<file path="src/hw/rtl/b128vc_pkg.sv">
package b128vc_pkg;

    localparam logic OP_ENCODE = 1'b0;
    localparam logic OP_DECODE = 1'b1;

    localparam logic [1:0] KIND_BYTE  = 2'd0;
    localparam logic [1:0] KIND_VALUE = 2'd1;
    localparam logic [1:0] KIND_ERROR = 2'd2;

    localparam int GROUP_BITS = 7;
    localparam int VALUE_BITS = 63;
    localparam int GROUPS     = 9;

    typedef struct packed {
        logic                  op;
        logic [VALUE_BITS-1:0] value_in;
        logic [7:0]            byte_in;
    } b128vc_in_t;

    typedef struct packed {
        logic [1:0]            kind;
        logic [7:0]            byte_out;
        logic [VALUE_BITS-1:0] value_out;
        logic [3:0]            length;
        logic                  last;
    } b128vc_out_t;

endpackage

</file>
<file path="src/hw/rtl/base128_varint_codec_top.sv">
// Channel   Direction  Handshake            Payload
// req       in         req_valid/req_ready  b128vc_in_t  (op, value_in, byte_in)
// rsp       out        rsp_valid/rsp_ready  b128vc_out_t (kind, byte_out, value_out, length, last)
//
// A decode transaction takes a single step in the work register; an encode transaction
// takes one step per emitted byte (1 to 9), set by the byte-serial shift of the value.
// Results pass from the work register through one output register.
// Reset clears the decode accumulator, the byte count and all valid flags.
// A stall on rsp holds only steps that produce a result; continuing decode bytes proceed.
module base128_varint_codec_top #(
    parameter int MAX_BYTES = 9
) (
    input  logic                  clk,
    input  logic                  rst_n,
    input  logic                  req_valid,
    output logic                  req_ready,
    input  b128vc_pkg::b128vc_in_t  req,
    output logic                  rsp_valid,
    input  logic                  rsp_ready,
    output b128vc_pkg::b128vc_out_t rsp
);
    import b128vc_pkg::*;

    localparam logic [3:0] MAX_LEN = 4'(MAX_BYTES);

    logic                  work_valid_reg, work_valid_next;
    logic                  work_op_reg, work_op_next;
    logic                  work_err_reg, work_err_next;
    logic [VALUE_BITS-1:0] work_val_reg, work_val_next;
    logic [7:0]            work_byte_reg, work_byte_next;
    logic [3:0]            work_len_reg, work_len_next;
    logic [3:0]            work_left_reg, work_left_next;

    logic [VALUE_BITS-1:0] acc_reg, acc_next;
    logic [3:0]            cnt_reg, cnt_next;

    logic                  out_valid_reg, out_valid_next;
    b128vc_out_t           out_reg, out_next;

    logic [3:0]            enc_len;
    logic                  enc_err;
    logic                  out_free;
    logic                  step_emits;
    logic                  step_done;
    logic                  step_go;
    logic                  accept;
    logic                  dec_full;
    logic [6:0]            dec_shift;
    logic [VALUE_BITS+6:0] dec_wide;
    logic [VALUE_BITS-1:0] dec_acc;
    logic [3:0]            dec_cnt;
    b128vc_out_t           result;

    always_comb
    begin
        enc_len = 4'd1;
        for (int g = 1; g < GROUPS; g++)
        begin
            if (req.value_in[GROUP_BITS*g +: GROUP_BITS] != 7'd0)
            begin
                enc_len = 4'(g + 1);
            end
        end
        enc_err = enc_len > MAX_LEN;
    end

    assign dec_full  = cnt_reg >= MAX_LEN;
    assign dec_shift = {cnt_reg, 3'b000} - {3'b000, cnt_reg};
    assign dec_wide  = (VALUE_BITS+7)'(work_byte_reg[6:0]) << dec_shift;
    assign dec_acc   = acc_reg | dec_wide[VALUE_BITS-1:0];
    assign dec_cnt   = cnt_reg + 4'd1;

    assign out_free   = !out_valid_reg || rsp_ready;
    assign step_emits = (work_op_reg == OP_ENCODE) || dec_full || !work_byte_reg[7];
    assign step_done  = (work_op_reg == OP_DECODE) || work_err_reg || (work_left_reg == 4'd1);
    assign step_go    = work_valid_reg && (!step_emits || out_free);
    assign req_ready  = !work_valid_reg || (step_go && step_done);
    assign accept     = req_valid && req_ready;

    always_comb
    begin
        result = '0;
        result.last = 1'b1;
        if (work_op_reg == OP_ENCODE)
        begin
            if (work_err_reg)
            begin
                result.kind = KIND_ERROR;
            end
            else
            begin
                result.kind     = KIND_BYTE;
                result.last     = work_left_reg == 4'd1;
                result.byte_out = {!result.last, work_val_reg[6:0]};
                result.length   = work_len_reg;
            end
        end
        else if (dec_full)
        begin
            result.kind = KIND_ERROR;
        end
        else
        begin
            result.kind      = KIND_VALUE;
            result.value_out = dec_acc;
            result.length    = dec_cnt;
        end
    end

    always_comb
    begin
        work_valid_next = work_valid_reg;
        work_op_next    = work_op_reg;
        work_err_next   = work_err_reg;
        work_val_next   = work_val_reg;
        work_byte_next  = work_byte_reg;
        work_len_next   = work_len_reg;
        work_left_next  = work_left_reg;
        acc_next        = acc_reg;
        cnt_next        = cnt_reg;
        out_valid_next  = out_valid_reg;
        out_next        = out_reg;

        if (rsp_ready)
        begin
            out_valid_next = 1'b0;
        end

        if (step_go)
        begin
            if (step_emits)
            begin
                out_valid_next = 1'b1;
                out_next       = result;
            end
            if (work_op_reg == OP_ENCODE)
            begin
                acc_next       = '0;
                cnt_next       = 4'd0;
                work_val_next  = work_val_reg >> GROUP_BITS;
                work_left_next = work_left_reg - 4'd1;
            end
            else if (dec_full || !work_byte_reg[7])
            begin
                acc_next = '0;
                cnt_next = 4'd0;
            end
            else
            begin
                acc_next = dec_acc;
                cnt_next = dec_cnt;
            end
            if (step_done)
            begin
                work_valid_next = 1'b0;
            end
        end

        if (accept)
        begin
            work_valid_next = 1'b1;
            work_op_next    = req.op;
            work_err_next   = enc_err;
            work_val_next   = req.value_in;
            work_byte_next  = req.byte_in;
            work_len_next   = enc_len;
            work_left_next  = enc_len;
        end
    end

    always_ff @(posedge clk or negedge rst_n)
    begin
        if (!rst_n)
        begin
            work_valid_reg <= 1'b0;
            acc_reg        <= '0;
            cnt_reg        <= 4'd0;
            out_valid_reg  <= 1'b0;
        end
        else
        begin
            work_valid_reg <= work_valid_next;
            acc_reg        <= acc_next;
            cnt_reg        <= cnt_next;
            out_valid_reg  <= out_valid_next;
        end
    end

    always_ff @(posedge clk)
    begin
        work_op_reg   <= work_op_next;
        work_err_reg  <= work_err_next;
        work_val_reg  <= work_val_next;
        work_byte_reg <= work_byte_next;
        work_len_reg  <= work_len_next;
        work_left_reg <= work_left_next;
        out_reg       <= out_next;
    end

    assign rsp_valid = out_valid_reg;
    assign rsp       = out_reg;

    a_cnt_bound: assert property (@(posedge clk) disable iff (!rst_n)
        cnt_reg <= MAX_LEN)
        else $error("decode byte count exceeds its limit");

    a_enc_left: assert property (@(posedge clk) disable iff (!rst_n)
        work_valid_reg && (work_op_reg == OP_ENCODE) && !work_err_reg
        |-> (work_left_reg != 4'd0) && (work_left_reg <= work_len_reg))
        else $error("encode byte counter out of range");

    a_err_shape: assert property (@(posedge clk) disable iff (!rst_n)
        rsp_valid && (rsp.kind == KIND_ERROR)
        |-> rsp.last && (rsp.length == 4'd0) && (rsp.value_out == '0))
        else $error("malformed error result");

    a_dec_overflow: assert property (@(posedge clk) disable iff (!rst_n)
        step_go && (work_op_reg == OP_DECODE) && dec_full
        |=> rsp_valid && (rsp.kind == KIND_ERROR) && (cnt_reg == 4'd0))
        else $error("decode overflow did not give an error");

endmodule

</file>
<file path="config.mk">
export PLATFORM = sky130hd
export DESIGN_NAME = base128_varint_codec_top
export DESIGN_NICKNAME = d
export VERILOG_FILES = /design/src/hw/rtl/b128vc_pkg.sv /design/src/hw/rtl/base128_varint_codec_top.sv
export SDC_FILE = /design/constraint.sdc
export NUM_CORES = 1
export LEC_CHECK = 0
export BUFFER_PORTS_ARGS = -buffer_cell sky130_fd_sc_hd__buf_2
export CORE_MARGIN = 2
export CORE_UTILIZATION = 52
export DETAILED_ROUTE_END_ITERATION = 10
export GPL_TIMING_DRIVEN = 0
export PLACE_DENSITY = 0.77
export SETUP_SLACK_MARGIN = 0.4
export SLEW_MARGIN = 20
export SYNTH_ARGS = -nofsm -noshare
export SYNTH_HDL_FRONTEND = slang
export SYNTH_SLANG_ARGS = --single-unit
</file>
<file path="constraint.sdc">
create_clock -name clk -period 4.45 [get_ports clk]
set_input_delay 0.2225 -clock clk [delete_from_list [all_inputs] [get_ports clk]]
set_output_delay 0.2225 -clock clk [all_outputs]
set_load 0.02 [all_outputs]
</file>
# After elaboration in Yosys (flattened, before gate mapping)
# Index checks and enable logic that the tools add are counted.
# op_classes
eq_ne,2
bitwise,2
reduce_logical,31
n_lt_le_gt_ge,2
mux,30
n_addsub,3
shifts,1
# ops
op,n
$mux 63,5
$or 63x63->63,1
$shl 7x7->63,1
$reduce_bool 7->1,8
$mux 4,11
$mux 2,5
$logic_or 1x1->1,8
$sub 7x4->7,1
$mux 1,6
$mux 3,2
$reduce_and 2->1,3
$logic_not 1->1,5
$mux 5,1
$add 4x1->4 const B,1
$eq 4x1->1 const B,1
$ge 4x4->1 const B,1
$gt 4x4->1 const B,1
$reduce_bool 2->1,2
$reduce_or 2->1,2
$sub 4x1->4 const B,1
$logic_and 1x1->1,3
$ne 2x1->1 const B,1
$not 1->1,1
# totals
word_cells,86
reg_bits,228
inputBits,76
out_inout_bits,80

# Logic depth before layout (Yosys ltp)
# logic_depth
ltp_word,11
depth_mapped,12
ltp_nobuf,8

# Worst setup path after synthesis
# No wires, ideal clock.
# synth_timing
path_kind,register to register
from,register out_valid_reg (netlist: rsp_valid)
to,register work_left_reg[0] (enable)
stages_incl_launch_ff,4
path_buffers,0
period_less_slack_ns,4.449
t_required_ns,3.944
setup_slack_ns,0.001
arrival_time_ns,3.943
setup_time_ns,0.506
path_cell_list,dfrtp_1 -> nand2b_1 -> nand2_1 -> o21bai_1
# synth_between
elab_chain_cells,9
word_cells_on_any_way,10
cone_classes,1 x eq/ne; 9 x reduce/logical
# synth_lines
element,line,text
start: declaration,base128_varint_codec_top.sv:37,"logic out_valid_reg, out_valid_next;"
start signal: assignment,base128_varint_codec_top.sv:185,out_valid_reg <= out_valid_next;
$logic_not 1->1 *,base128_varint_codec_top.sv:73,assign out_free = !out_valid_reg || rsp_ready;
$logic_or 1x1->1 *,base128_varint_codec_top.sv:73,
$logic_or 1x1->1 *,base128_varint_codec_top.sv:76,assign step_go = work_valid_reg && (!step_emits || out_free);
$logic_and 1x1->1 *,base128_varint_codec_top.sv:76,
$logic_and 1x1->1,base128_varint_codec_top.sv:77,assign req_ready = !work_valid_reg || (step_go && step_done);
$logic_or 1x1->1,base128_varint_codec_top.sv:77,
$logic_and 1x1->1,base128_varint_codec_top.sv:78,assign accept = req_valid && req_ready;
$ne 2x1->1 (no line) / $reduce_bool 2->1 (equally long branches),--,
$reduce_and 2->1 (no line) *,--,
end signal: assignment,base128_varint_codec_top.sv:196,work_left_reg <= work_left_next;
end: declaration,base128_varint_codec_top.sv:32,"logic [3:0] work_left_reg, work_left_next;"
# Every way passes the cells marked *; elsewhere a longest branch is shown, timed or not.
# A chain may end at the register's enable or synchronous reset.

# Worst setup path after layout
# layout_timing
from,register cnt_reg[0]
to,register work_val_reg[14] (enable)
# layout_between
elab_chain_cells,11
word_cells_on_any_way,12
cone_classes,1 x order compare; 1 x eq/ne; 10 x reduce/logical
# layout_lines
element,line,text
start: declaration,base128_varint_codec_top.sv:35,"logic [3:0] cnt_reg, cnt_next;"
start signal: assignment,base128_varint_codec_top.sv:184,cnt_reg <= cnt_next;
$ge 4x4->1 *,base128_varint_codec_top.sv:67,assign dec_full = cnt_reg >= MAX_LEN;
$logic_or 1x1->1 * (2 in series),base128_varint_codec_top.sv:74,assign step_emits = (work_op_reg == OP_ENCODE) || dec_full || !work_byte_reg[7];
$logic_not 1->1 *,base128_varint_codec_top.sv:76,
$logic_or 1x1->1 *,base128_varint_codec_top.sv:76,
$logic_and 1x1->1 *,base128_varint_codec_top.sv:76,
$logic_and 1x1->1 *,base128_varint_codec_top.sv:77,
$logic_or 1x1->1 *,base128_varint_codec_top.sv:77,
$logic_and 1x1->1 *,base128_varint_codec_top.sv:78,
net accept,base128_varint_codec_top.sv:46,logic accept;
$ne 2x1->1 (no line) / $reduce_bool 2->1 (equally long branches),--,
$reduce_and 2->1 (no line) *,--,
end signal: assignment,base128_varint_codec_top.sv:193,work_val_reg <= work_val_next;
end: declaration,base128_varint_codec_top.sv:29,"logic [VALUE_BITS-1:0] work_val_reg, work_val_next;"
# Mark *: on every way through the listed nets, which the timed path passes. The rest lies on a longest branch.

==> results.ini <==
[final_layout]
antenna_cells=0
largest_reg_flops=78
fin_cells=1273
fin_util_pct=65.1
drive_above_1_share_pct=32.9
fin_nets=1072
nFillCells=1474
area_delta_synth_final_pct=22.0

[timing]
fin_setup_tns_ns=0
fin_crit_sh_pct=83.5
max_slew_margin_pct=54.7
slew_violations=0
clock_skew_ns=0.0124
grt_setup_unrepaired=false
timing.final.crit_period_ns=3.72
hold_viol=0
tightest_slew_ns=0.679
fmaxAchievable_mhz=269
setup_viol=0

[synth]
ys.flop_type=edfxtp_1
synth_xor_area_share_pct=0.838
synth_most_common_cell=edfxtp_1
synth_top_family_by_area=compound AO/OA/AOI/OAI gates
synth_common_cells=edfxtp_1, dfrtp_1, nand2_1
synth_adder_area_share_pct=0.718
synthSimpleGateAreaFrac_pct=9.77
synth_compound_area_share_pct=15.1
synth_edf_count=159
synth_cells=779
synth_area_leaders=edfxtp_1, dfrtp_1, mux2_2
ys_types=81
synth_nets=861
yosysTopAreaCell=edfxtp_1
synth.area.mux_share_pct=7.82
seq_area_frac_synth_pct=62.2
synth_top_area_share_pct=45.7
yosys_warnings=0
synthArstFlopShare_pct=30.3
netlist_area_sq_um=10500
syn_avg_cell_area_sq_um=13.4
ys_seq_elements=228

[clocking]
htreeDepth=1
cts_tree=yes
root_buffer=clkbuf_16
postCtsHoldBufs=26
insertion_delay_ns=0.53
cts.clk_slew.worst_paths_ns=0.06
cts_resized=0
cts_buffers=24
cts_setup_buffers=0
clockBufferDepth=3
numClockSinks=228

[placement]
gp_congestion=0.937
port_buffers=155
dp_cells=1203
hpwl_mm=17.0

[floorplan]
fp.coreArea_sq_um=19600
die_y_um=146
die_area_sq_um=21200
die_x_um=146
start_util_pct=53.3
pin_count=156
rows=51

[drt]
postRouteAntennaNets=0
wl_met2_mm=11.6
vias_per_cell=5.71
dr.pass1.iters=5
wl_met3_mm=1.75
wl_met1_mm=9.96
vias=7267
wirelength_mm=24.0
dr.max_layer_used=met4
drc=0
drtIter0Drc=458
avgRoutedWirePerCell_um=18.9

[power]
p_leak_nw=5.08
ir_drop_uv=326
p_per_area_nw_per_um2=498
power_w=0.00634

[global_routing]
grt_pass1_wl_mm=38.3
grt-ovfl-total=0
grt_max_degree=53
grt_pass1_vias=7082
track_usage_pct=22.5
antenna_found_initial=1

[worst_setup_path]
critPathLaunchType=flop
path_class=reg2reg
required_ns=4.67
critical_path_arrival_ns=3.94
path_cells=buf_6, buf_6, inv_1, ha_1, nor3b_2, o211ai_2, a31oi_4, buf_2, o21bai_4, buf_16, buf_12
cp_slowest_cell=buf_2
slowest_delay_ns=0.49
path_max_fanout=28
cp_common_cell=buf_6
critPathCaptureType=flop

[flow_run]
cap_violations=0

[status]
outcome=finished, final reports clean

[min_path]
hold_class=in2reg

per-layer routing:
layer / GRT usage, % / vias up
li1: - / 3380
met1: 31.0 / 3532
met2: 36.6 / 307
met3: 4.20 / 48
met4: 7.06 / 0
met5: 0 / -
cell usage in the layout, fill, tap and decap left out, types with 7 or more instances in the layout:
| master | Yosys | layout |
|---|---|---|
| clkbuf_1 | 13 | 17 |
| buf_4 | 6 | 8 |
| dlygate4sd3_1 | 0 | 26 |
| buf_2 | 15 | 168 |
| o22ai_1 | 7 | 7 |
| buf_6 | 11 | 11 |
| a21oi_1 | 29 | 29 |
| o21ai_1 | 11 | 11 |
| and2_1 | 22 | 22 |
| mux2_2 | 57 | 57 |
| edfxtp_1 | 159 | 159 |
| dfrtp_1 | 69 | 69 |
| a22o_1 | 64 | 64 |
| nor3_1 | 12 | 12 |
| inv_1 | 17 | 17 |
| nand2_1 | 68 | 68 |
| nand3_1 | 9 | 9 |
| clkbuf_16 | 0 | 24 |
| nor2_1 | 46 | 46 |
| o21ai_0 | 32 | 32 |
layout make-up:
type,instances,area (sq um),share of cell area (%)
inverters,19,71.3,0.559
clock inverters,13,161,1.27
well taps,265,332,2.60
flip-flops and latches,228,6500,51.0
multi-input cells,487,3600,28.2
repair buffers,185,1130,8.89
clock buffers,31,657,5.15
plain buffers,45,295,2.32
cell families after synthesis:
group	Yosys count
buffers and inverters	64
adders and majority gates	6
DFF	228
and+or+nand+nor	204
other	1
xor gates and xnor gates	7
muxes	70
AOI/OAI and AO/OA	199
per-stage QoR:
stage                     hold WS, ns  area (sq um)  setup slack (ns)
after floorplan               -0.0731         10500             0.941
after global routing          0.00391         12700             0.446
after global placement          0.401         11600             0.233
after detailed placement        0.129         11700             0.703
after CTS                     0.00121         12700             0.703
final                          0.0104         12700             0.733
final timing paths:
| check | from | slack [ns] | cells after the start | end |
|---|---|---|---|---|
| max in group asynchronous | rst_n | 3.76 | 3 | acc_reg[37] |
| worst min-delay path | req[61] | 0.01 | 2 | work_val_reg[53] |
| min in group asynchronous | rst_n | 0.13 | 2 | acc_reg[0] |
| worst min register to register | acc_reg[19] | 0.48 | 2 | acc_reg[19] |
| worst max register to register | cnt_reg[0] | 0.73 | 11 | work_val_reg[14] |
| worst max-delay path | cnt_reg[0] | 0.73 | 11 | work_val_reg[14] |
where the power goes:
part / leakage (nW) / internal [W] / switching, W
logic: 2.17 / 0.000563 / 0.00102
registers: 2.52 / 0.00261 / 0.0000931
clock network: 0.393 / 0.00122 / 0.000827
total: 5.08 / 0.00440 / 0.00194
worst max-delay path: cells and delay by family, from the launching register on:
family | cells | cell delay (ns)
flip-flops | 1 | 0.43
adder cells (fa/ha/maj) | 1 | 0.30
AND/OR/NAND/NOR | 1 | 0.35
AO/OA/AOI/OAI | 3 | 0.98
buffers and inverters | 6 | 1.33
Note: power is estimated with default switching activity, not from simulation.
